--- src/rtl/core/mdtc_pkg.sv ---
`timescale 1ns / 1ps

package mdtc_pkg;

  localparam int ENTRIES = 32;
  localparam int IDX_W = (ENTRIES > 1) ? $clog2(ENTRIES) : 1;
  localparam logic [IDX_W-1:0] IDX_LAST = IDX_W'(ENTRIES - 1);

  localparam int ADDR_W = 16;
  localparam int TID_W = 8;
  localparam int SEC_W = 32;
  localparam int TMO_W = 8;
  localparam logic [TMO_W-1:0] TIMEOUT_RST = 8'd10;

  localparam int PADDR_W = 3;
  localparam int PDATA_W = 32;
  localparam logic [PADDR_W-3:0] REG_TIMEOUT = 1'b0;

  typedef enum logic [1:0] {
    FN_LOOKUP = 2'd0,
    FN_INSERT = 2'd1,
    FN_TICK   = 2'd2
  } func_t;

  typedef enum logic [1:0] {
    ST_IDLE,
    ST_SCAN,
    ST_FINISH
  } st_t;

  typedef struct packed {
    logic [ADDR_W-1:0] addr;
    logic [TID_W-1:0]  tid;
  } entry_t;

  typedef struct packed {
    logic tick;
    logic new_entry;
  } tmr_ctl_t;

endpackage

--- src/rtl/core/mesh_duplicate_tid_cache_core.sv ---
`timescale 1ns / 1ps
// channel   dir  handshake                      payload
// s_        in   s_tvalid / s_tready            s_tdata {tid, src_addr}, s_tuser func
// m_        out  m_tvalid / m_tready            m_tdata {7'b0, duplicate}
// apb       in   psel, penable, pwrite, pready  timeout_seconds at byte address 0
//
// Lookup and insert read each entry from the entry RAM in turn, compare each registered
// read word, then pass through a finish state. A tick or an unused func code is taken
// in the idle state. Reset is synchronous and clears all valid bits at once, so no
// clearing pass is needed. A lookup result waits in the finish state while the output
// register is full and not being drained.

module mesh_duplicate_tid_cache_core (
  input  logic                           clk,
  input  logic                           rst,
  input  logic                           s_tvalid,
  output logic                           s_tready,
  input  logic [23:0]                    s_tdata,   // [15:0] src_addr, [23:16] tid
  input  logic [1:0]                     s_tuser,   // [1:0] func
  output logic                           m_tvalid,
  input  logic                           m_tready,
  output logic [7:0]                     m_tdata,   // [0] duplicate, [7:1] zero
  input  logic                           psel,
  input  logic                           penable,
  input  logic                           pwrite,
  input  logic [mdtc_pkg::PADDR_W-1:0]   paddr,
  input  logic [mdtc_pkg::PDATA_W-1:0]   pwdata,
  output logic [mdtc_pkg::PDATA_W-1:0]   prdata,
  output logic                           pready
);
  import mdtc_pkg::*;

  logic [TMO_W-1:0] timeout;
  logic             reg_wr;
  logic             expire;
  tmr_ctl_t         tmr_ctl;
  logic             res_valid;
  logic             res_ready;
  logic             res_dup;
  logic             dup;

  assign pready = 1'b1;
  assign reg_wr = psel && penable && pwrite && pready;
  assign prdata = (paddr[PADDR_W-1:2] == REG_TIMEOUT) ? PDATA_W'(timeout) : '0;

  always_ff @(posedge clk) begin
    if (rst) begin
      timeout <= TIMEOUT_RST;
    end else if (reg_wr && paddr[PADDR_W-1:2] == REG_TIMEOUT) begin
      timeout <= pwdata[TMO_W-1:0];
    end
  end

  mdtc_scan u_scan (
    .clk      (clk),
    .rst      (rst),
    .in_valid (s_tvalid),
    .in_ready (s_tready),
    .in_func  (func_t'(s_tuser)),
    .in_addr  (s_tdata[ADDR_W-1:0]),
    .in_tid   (s_tdata[ADDR_W+TID_W-1:ADDR_W]),
    .expire   (expire),
    .tmr_ctl  (tmr_ctl),
    .res_valid(res_valid),
    .res_ready(res_ready),
    .res_dup  (res_dup)
  );

  mdtc_timer u_timer (
    .clk    (clk),
    .rst    (rst),
    .ctl    (tmr_ctl),
    .timeout(timeout),
    .expire (expire)
  );

  // output word register
  assign res_ready = !m_tvalid || m_tready;

  always_ff @(posedge clk) begin
    if (rst) begin
      m_tvalid <= 1'b0;
    end else if (res_valid) begin
      m_tvalid <= 1'b1;
    end else if (m_tready) begin
      m_tvalid <= 1'b0;
    end
  end

  always_ff @(posedge clk) begin
    if (res_valid) begin
      dup <= res_dup;
    end
  end

  assign m_tdata = {7'b0, dup};

  a_res_has_room: assert property (@(posedge clk) disable iff (rst)
    res_valid |-> (!m_tvalid || m_tready))
    else $error("result issued while output register is occupied");

  a_busy_after_start: assert property (@(posedge clk) disable iff (rst)
    (s_tvalid && s_tready && (s_tuser == FN_LOOKUP || s_tuser == FN_INSERT))
      |=> !s_tready)
    else $error("block took a new word during a table scan");

  a_no_new_on_expire: assert property (@(posedge clk) disable iff (rst)
    !(tmr_ctl.new_entry && expire))
    else $error("new entry and table clear in the same cycle");

  a_reset_idle: assert property (@(posedge clk)
    rst |=> (!m_tvalid && s_tready))
    else $error("block not idle after reset");

endmodule

--- src/rtl/core/mdtc_ram.sv ---
`timescale 1ns / 1ps

module mdtc_ram #(
  parameter int WIDTH = 24,
  parameter int DEPTH = 32,
  parameter int AW = (DEPTH > 1) ? $clog2(DEPTH) : 1
) (
  input  logic             clk,
  input  logic             we,
  input  logic [AW-1:0]    waddr,
  input  logic [WIDTH-1:0] wdata,
  input  logic [AW-1:0]    raddr,
  output logic [WIDTH-1:0] rdata
);

  logic [WIDTH-1:0] mem [DEPTH];

  always_ff @(posedge clk) begin
    if (we) begin
      mem[waddr] <= wdata;
    end
    rdata <= mem[raddr];
  end

endmodule

--- src/rtl/core/mdtc_timer.sv ---
`timescale 1ns / 1ps

module mdtc_timer (
  input  logic                  clk,
  input  logic                  rst,
  input  mdtc_pkg::tmr_ctl_t    ctl,
  input  logic [mdtc_pkg::TMO_W-1:0] timeout,
  output logic                  expire
);
  import mdtc_pkg::*;

  // seconds since the last new entry or expiry; same as now - last_event mod 2^32
  logic [SEC_W-1:0] elapsed;
  logic [SEC_W-1:0] elapsed_inc;

  assign elapsed_inc = elapsed + SEC_W'(1);
  assign expire = ctl.tick && (elapsed_inc > SEC_W'(timeout));

  always_ff @(posedge clk) begin
    if (rst) begin
      elapsed <= '0;
    end else if (ctl.new_entry || expire) begin
      elapsed <= '0;
    end else if (ctl.tick) begin
      elapsed <= elapsed_inc;
    end
  end

endmodule

--- src/rtl/core/mdtc_scan.sv ---
`timescale 1ns / 1ps

module mdtc_scan (
  input  logic                        clk,
  input  logic                        rst,
  input  logic                        in_valid,
  output logic                        in_ready,
  input  mdtc_pkg::func_t             in_func,
  input  logic [mdtc_pkg::ADDR_W-1:0] in_addr,
  input  logic [mdtc_pkg::TID_W-1:0]  in_tid,
  input  logic                        expire,
  output mdtc_pkg::tmr_ctl_t          tmr_ctl,
  output logic                        res_valid,
  input  logic                        res_ready,
  output logic                        res_dup
);
  import mdtc_pkg::*;

  st_t               state;
  st_t               state_next;
  func_t             op_func;
  logic [ADDR_W-1:0] op_addr;
  logic [TID_W-1:0]  op_tid;
  logic [IDX_W-1:0]  idx;
  logic              issuing;
  logic              chk_vld;
  logic [IDX_W-1:0]  chk_idx;
  logic              found;
  logic [IDX_W-1:0]  found_idx;
  logic [ENTRIES-1:0] valid;
  logic [IDX_W-1:0]  slot;
  logic              accept;
  logic              start;
  logic              hit;
  logic              we;
  logic [IDX_W-1:0]  waddr;
  entry_t            wdata;
  entry_t            rdata;

  mdtc_ram #(
    .WIDTH($bits(entry_t)),
    .DEPTH(ENTRIES)
  ) u_ram (
    .clk  (clk),
    .we   (we),
    .waddr(waddr),
    .wdata(wdata),
    .raddr(idx),
    .rdata(rdata)
  );

  assign in_ready = (state == ST_IDLE);
  assign accept = in_valid && in_ready;
  assign start = accept && (in_func == FN_LOOKUP || in_func == FN_INSERT);

  // inserts match on address only, lookups need the tid too
  assign hit = chk_vld && valid[chk_idx] && (rdata.addr == op_addr) &&
               ((op_func == FN_INSERT) || (rdata.tid == op_tid));

  always_comb begin
    state_next = state;
    case (state)
      ST_IDLE: begin
        if (start) begin
          state_next = ST_SCAN;
        end
      end
      ST_SCAN: begin
        if (chk_vld && chk_idx == IDX_LAST) begin
          state_next = ST_FINISH;
        end
      end
      ST_FINISH: begin
        if (op_func == FN_INSERT || res_ready) begin
          state_next = ST_IDLE;
        end
      end
      default: state_next = ST_IDLE;
    endcase
  end

  always_comb begin
    we = 1'b0;
    res_valid = 1'b0;
    case (state)
      ST_FINISH: begin
        we = (op_func == FN_INSERT);
        res_valid = (op_func == FN_LOOKUP) && res_ready;
      end
      default: begin
        we = 1'b0;
        res_valid = 1'b0;
      end
    endcase
  end

  assign waddr = found ? found_idx : slot;
  assign wdata = '{addr: op_addr, tid: op_tid};
  assign res_dup = found;
  assign tmr_ctl.tick = accept && (in_func == FN_TICK);
  assign tmr_ctl.new_entry = we && !found;

  always_ff @(posedge clk) begin
    if (rst) begin
      state <= ST_IDLE;
      issuing <= 1'b0;
      chk_vld <= 1'b0;
      found <= 1'b0;
      valid <= '0;
      slot <= '0;
    end else begin
      state <= state_next;
      chk_vld <= issuing;
      if (start) begin
        issuing <= 1'b1;
        found <= 1'b0;
      end else if (issuing && idx == IDX_LAST) begin
        issuing <= 1'b0;
      end
      if (hit && !found) begin
        found <= 1'b1;
      end
      if (expire) begin
        valid <= '0;
        slot <= '0;
      end else if (we && !found) begin
        valid[slot] <= 1'b1;
        slot <= (slot == IDX_LAST) ? '0 : slot + IDX_W'(1);
      end
    end
  end

  always_ff @(posedge clk) begin
    if (start) begin
      op_func <= in_func;
      op_addr <= in_addr;
      op_tid <= in_tid;
      idx <= '0;
    end else if (issuing && idx != IDX_LAST) begin
      idx <= idx + IDX_W'(1);
    end
    chk_idx <= idx;
    if (hit && !found) begin
      found_idx <= chk_idx;
    end
  end

endmodule
--- config.mk ---
export PLATFORM = sky130hd
export DESIGN_NAME = mesh_duplicate_tid_cache_core
export DESIGN_NICKNAME = d
export VERILOG_FILES = /design/src/rtl/core/mdtc_pkg.sv /design/src/rtl/core/mesh_duplicate_tid_cache_core.sv /design/src/rtl/core/mdtc_ram.sv /design/src/rtl/core/mdtc_timer.sv /design/src/rtl/core/mdtc_scan.sv
export SDC_FILE = /design/constraint.sdc
export NUM_CORES = 1
export LEC_CHECK = 0
export ABC_CLOCK_PERIOD_IN_PS = 3500
export BUFFER_PORTS_ARGS = -buffer_cell sky130_fd_sc_hd__buf_2
export CORE_MARGIN = 1
export CORE_UTILIZATION = 56
export DETAILED_ROUTE_END_ITERATION = 10
export PLACE_DENSITY = 0.76
export SYNTH_ARGS = -nofsm -noshare
export SYNTH_HDL_FRONTEND = slang
export SYNTH_HIERARCHICAL = 1
export SYNTH_SLANG_ARGS = --single-unit
--- constraint.sdc ---
create_clock -name clk -period 3.5 [get_ports clk]
set_input_delay 0.35 -clock clk [delete_from_list [all_inputs] [get_ports clk]]
set_output_delay 0.35 -clock clk [all_outputs]
set_load 0.005 [all_outputs]
**Yosys cells after proc, flatten, opt, wreduce, memory -nomap -nowiden**

Memory sizes are Yosys's and may differ from the RTL's. A register that Yosys moved wholly into a read port is not among the register bits.
Index checks and enable logic that the tools add are counted.

- Memory bits (writable): 768
- Memories: 1
- Input port bits: 68
- Flip-flop bits (word level): 125
- Logic and storage cells: 94

- Muxes and demuxes: 21
- Add/subtract/negate cells: 3
- Eq/ne operators: 14
- Bitwise operators: 2
- Reduce and logical (&&, ||, !) cells: 33
- Magnitude comparators: 4

Memories:

| memory | depth | width | read ports | clocked after memory_dff | write ports | RTL line | source |
|---|---|---|---|---|---|---|---|
| u_scan.u_ram.mem | 32 | 24 | 1 | 1 | 1 | mdtc_ram.sv:16 | `logic [WIDTH-1:0] mem [DEPTH];` |

Operators by type and width:

| kind | number |
|---|---|
| 32-bit by 1-bit adder with 32-bit output, second input constant | 1 |
| 32-bit by 8-bit greater-than comparator with 1-bit output | 1 |
| 32-bit OR | 1 |
| 1-bit logical AND | 17 |
| 16-bit == test | 1 |
| 5-bit == test, second input constant | 3 |
| 5-bit by 6-bit < comparator with 1-bit output, second input constant | 2 |
| 1-bit 2-to-1 mux | 12 |
| 5-bit by 1-bit adder with 5-bit output, second input constant | 2 |
| 5-bit 2-to-1 mux | 2 |
| 8-bit == test | 1 |
| 8-bit 2-to-1 mux | 1 |
| 2-bit by 1-bit == test with 1-bit output, second input constant | 3 |
| 2-bit logical NOT | 3 |
| 2-bit 2-to-1 mux | 3 |
| 2-bit one-hot mux with 3 select lines | 1 |
| 2-bit nonzero test | 3 |
| 1-bit binary-select mux with 5-bit select | 1 |
| 1-bit demux with 5-bit select | 1 |
| 5-bit by 1-bit >= comparator with 1-bit output, second input constant | 1 |
| 1-bit logical OR | 5 |
| 5-bit != test, second input constant | 1 |
| 2-bit == test, second input constant | 2 |
| 2-bit by 1-bit != test with 1-bit output, second input constant | 2 |
| 5 further kinds | 7 |

**Longest topological paths before layout**

- Word-level depth: 7
- Gate-level depth with buffers: 17
- Depth with buffers taken out: 13

**Hierarchy**

The synthesis kept the hierarchy.

By module, submodules not included:

| module | times used | area each (um^2) | cells each | sequential area each (um^2) |
|---|---|---|---|---|
| mdtc_ram | 1 | 30483.0 | 1711 | 23542.6 |
| mdtc_scan | 1 | 3488.3 | 313 | 1971.9 |
| mdtc_timer | 1 | 2009.4 | 251 | 640.6 |
| mesh_duplicate_tid_cache_core | 1 | 745.7 | 83 | 210.2 |

**Least setup slack after synthesis**

OpenSTA, ideal clock, no wires.

- Path kind: register to register
- Start point: register u_timer.elapsed[3]
- End point: register u_scan.valid[10]
- Clock period less this slack: 3558 ps
- Arrival time: 3492 ps
- Setup slack: -58 ps
- Cell stages (with the launch flop): 16
- Path buffers: 3
- Required time: 3435 ps
- Path through: dfxtp_1 > nand4_1 > or2_2 > and2_1 > or2_2 > ha_1 > a21boi_0 > o32ai_1 > nand4_1 > nor4_2 > buf_4 > nor2_1 > or2_2 > buf_1 > clkbuf_1 > nor2_1

- Cells in the longest elaborated chain, start to end: 4

Ends and longest elaborated chain:

| what | RTL line | source |
|---|---|---|
| start: declaration | mdtc_timer.sv:13 | `logic [SEC_W-1:0] elapsed;` |
| start signal: assignment | mdtc_timer.sv:25 | `elapsed <= elapsed_inc;` |
| 32-bit by 1-bit adder with 32-bit output | mdtc_timer.sv:16 | `assign elapsed_inc = elapsed + SEC_W'(1);` |
| via u_timer.elapsed_inc[7] | mdtc_timer.sv:14 | `logic [SEC_W-1:0] elapsed_inc;` |
| 32-bit by 8-bit greater-than comparator with 1-bit output | mdtc_timer.sv:17 | `assign expire = ctl.tick && (elapsed_inc > SEC_W'(timeout));` |
| 1-bit logical AND | mdtc_timer.sv:17 |  |
| via expire | mesh_duplicate_tid_cache_core.sv:35 | `logic expire;` |
| 2-bit OR reduction (no source line) | n/a |  |
| end signal: assignment | mdtc_scan.sv:109 | `valid <= '0;` |
| end signal: assignment | mdtc_scan.sv:124 | `valid <= '0;` |
| end signal: indexed assignment | mdtc_scan.sv:127 | `valid[slot] <= 1'b1;` |
| end: declaration | mdtc_scan.sv:30 | `logic [ENTRIES-1:0] valid;` |

The timed path passes the listed nets, and every way through them passes these cells.
A chain may end at the register's enable or synchronous reset.

**Worst setup path in the final report**

- Start point: register u_timer.elapsed[1]
- End point: register u_scan.valid[17]

Same word-level chain as after synthesis.

==> impl_metrics.ini <==
[flow_run]
drv_cap = 0

[power]
p_clk_share_pct = 37.0
seqPwrFrac_pct = 46.8
powerDensity_nw_per_um2 = 627
sw_frac_of_total_pct = 25.7
power_frac_comb_pct = 16.2
p_sw_w = 0.00678
p_int_w = 0.0196
p_leak_nw = 14.1
fin_total_pwr_w = 0.0263
vdd_drop_max_mv = 0.407

[setup_path]
end_kind = flip-flop
worstPathArrival_ps = 3940
start_kind = flip-flop
criticalPathCategory = flip-flop to flip-flop
reg2reg_slack_ps = 140
required_ps = 4080
regToRegStartpoint = u_timer/elapsed[1]
path_max_fanout = 18
worstReg2RegEnd = u_scan/valid[17]
rr_worst_depth = 12

[global_routing]
grt-ovfl-total = 0
grt_max_degree = 61
grt_pass1_vias = 21000
grt_pass1_wl_um = 128000
globalRouteTotalUtil_pct = 25.8
antenna_found_initial = 0

[clock_network]
clockBufferDepth = 3
clockRootBuffer = clkbuf_16
htree_levels = 3
cts_buffers = 90
clock_latency_ps = 660
cts_tree = yes
cts.sinks = 917
clkTransAtPathRegs_ps = 60

[sta]
max_freq_mhz = 298
period_needed_ps = 3360
max_slew_margin_pct = 20.2
worst_pin_slew_ps = 1200
final.period_utilization_pct = 96.0
finalSetupViolCount = 0
setup_ws_ps = 141
final_hold_viol_count = 0
skew_ps = 22.1
slew_violations = 0

[routing]
drt-initial-drc-count = 2231
post_drt_wl_per_cell_um = 25.0
routed_wl_um = 86200
antenna_left = 0
viasPerCell = 6.18
vias = 21300
firstDrtPassIters = 5
drc_errors = 0

[logic_synthesis]
synth_edf_count = 800
synth_seq_cells = 917
synth_flop_cell = edfxtp_1
yosysSeqAreaShare_pct = 71.8
ys_async_sr_fraction_pct = 0
syn_area_per_cell_um2 = 15.6
yosys_warnings = 6
synth_cell_types = 69
syn_area_um2 = 36700
synthCells = 2358

[floorplanning]
dieArea_um2 = 66600
die_y_um = 258
fp-row-count = 93
initial_core_util_pct = 56.9
die_w_um = 258
num_io_pins = 111
core_um2 = 64600

[finish]
antenna_cells_inserted = 0
area_growth_syn_to_layout_pct = 14.4
fin_util_pct = 65.0
stdcell_count = 3444
layout-drive-gt1-share_pct = 14.6
seq_area_um2 = 26400
finalNetCount = 2597
fillCellCount = 4359
multi_input_comb_area_um2 = 9710
fin_area_um2 = 42000

[hold_path]
min_to = m_tvalid
hold_path_depth = 3
hold_class = input pin to flip-flop
min-delay-start = m_tready

[status]
outcome = completed

[place]
globalplace.congestion = 0.832
place_ws_ps = -161
place_area_um2 = 38600
place_inst = 3240
dpl.hpwl_um = 50100
numPortBuffers = 52
critical path: stages (launching register included):
cell      delay [ps]
dfxtp_1          380
nand4_1          160
or2_2            360
and2_1           180
or2_2            300
ha_1             300
a21boi_0         150
o32ai_2          320
nand4_1          210
nor4_4           350
nor2_2           100
or2_4            350
nor2_1           140
how the worst max path moves through the flow:
stage	end	slack, ps	start	depth (start not counted)
2_1_floorplan	u_scan/valid[16]	30	u_timer/elapsed[4]	16
3_3_place_gp	u_scan/slot[3]	-100	u_timer/elapsed[1]	12
3_5_place_dp	u_scan/slot[4]	-160	u_timer/elapsed[1]	12
4_1_cts	u_timer/elapsed[25]	60	u_timer/elapsed[1]	13
5_1_grt	u_timer/elapsed[25]	-30	u_timer/elapsed[1]	13
6_report	u_scan/valid[17]	140	u_timer/elapsed[1]	12
placed cells by master, fill, tap and decap left out, drive strengths merged, types with 9 or more instances in the layout:
| cell | count |
|---|---|
| a21oi | 118 |
| nand4 | 27 |
| nand2 | 112 |
| buf | 157 |
| nand3 | 91 |
| xnor2 | 34 |
| edfxtp | 800 |
| nor4 | 9 |
| and2 | 10 |
| nand2b | 18 |
| xor2 | 13 |
| inv | 23 |
| ha | 16 |
| and3 | 16 |
| nor2 | 110 |
| bufinv | 11 |
| a31oi | 27 |
| a22o | 48 |
| mux2i | 398 |
| dlygate4sd3 | 34 |
| conb | 32 |
| a22oi | 72 |
| o21ai | 10 |
| nor3 | 45 |
| nand3b | 9 |
| clkbuf | 114 |
| or2 | 9 |
| clkinv | 34 |
| dfxtp | 117 |
state kept, by name, summed over array words and instances, names as in the netlist, 5 cells and up:
name,count
timeout,8
u_scan/u_ram/rdata,24
u_scan/found_idx,5
u_scan/idx,5
u_scan/slot,5
u_scan/u_ram/mem,768
u_timer/elapsed,32
u_scan/op_addr,16
u_scan/chk_idx,5
u_scan/op_tid,8
u_scan/valid,32
cell type report:
class,count,area share [%]
multi-input combinational,1294,23.1
tap,855,2.55
clock inverter,54,1.50
clock buffer,114,5.70
inverter,19,0.170
timing repair buffer,191,4.17
sequential,917,62.8
power groups by stage:
stage                     Sequential [W]  Clock, W  Combinational (W)
after floorplan                   0.0124         0            0.00330
after global placement            0.0126         0            0.00407
after detailed placement          0.0126         0            0.00415
after CTS                         0.0123   0.00987            0.00421
after global routing              0.0124    0.0103            0.00450
final                             0.0123   0.00975            0.00426
metrics by stage:
| stage | TNS [ps] | hold WS (ps) |
|---|---|---|
| after detailed placement | -4490 | 427 |
| after CTS | 0 | 10.0 |
| after global routing | -46.1 | 55.0 |
| after floorplan | 0 | 391 |
| after global placement | -2460 | 427 |
| final | 0 | 41.7 |
Yosys cell counts, types with 7 or more instances:
cell,instances,area share [%]
a22o_1,48,1.1
nand4_1,26,0.44
a31oi_1,26,0.44
nor3_1,44,0.60
nand3b_1,9,0.18
xor2_1,13,0.31
ha_1,16,0.55
inv_1,17,0.17
buf_4,47,0.96
a22oi_1,72,1.5
xnor2_1,34,0.81
dfxtp_1,117,6.4
nand2_1,112,1.1
mux2i_1,398,11
and2_1,10,0.17
nand2b_1,18,0.31
nor2_1,110,1.1
edfxtp_1,800,65
nor2b_1,7,0.12
and2b_2,8,0.19
o21ai_0,9,0.12
mux2_2,7,0.21
a21oi_1,118,1.6
and3_1,16,0.27
clkbuf_1,43,0.44
buf_2,38,0.52
mux4_2,8,0.49
buf_6,24,0.74
nand3_1,88,1.2
what timing repair did:
| action | CTS | global route |
|---|---|---|
| hold buffers | 34 | 0 |
| hold endpoints to repair | 34 | 0 |
| setup buffers | 0 | 0 |
| setup endpoints to repair | 38 | 44 |
| gates resized for setup | 2 | 5 |
| pin swaps | 0 | 2 |
| gates cloned | 0 | 2 |
layer usage:
metal  vias to the layer above  share of wire, %  global-route usage, %
li1                       9331                 -                      -
met1                     10800                39                   34.7
met2                       988                49                   42.9
met3                       170               8.6                   4.06
met4                         0               3.1                   9.16
met5                         -                 0                      0
cells by family after synthesis:
family,synth area share [%]
buffers and inverters,2.94
other,0.0204
flip-flops,71.8
multiplexers,11.6
AO/OA/AOI/OAI,5.22
XOR/XNOR,1.12
adder cells (fa/ha/maj),0.545
AND/OR/NAND/NOR,6.81
No activity file was read; power rests on OpenSTA's default activity.
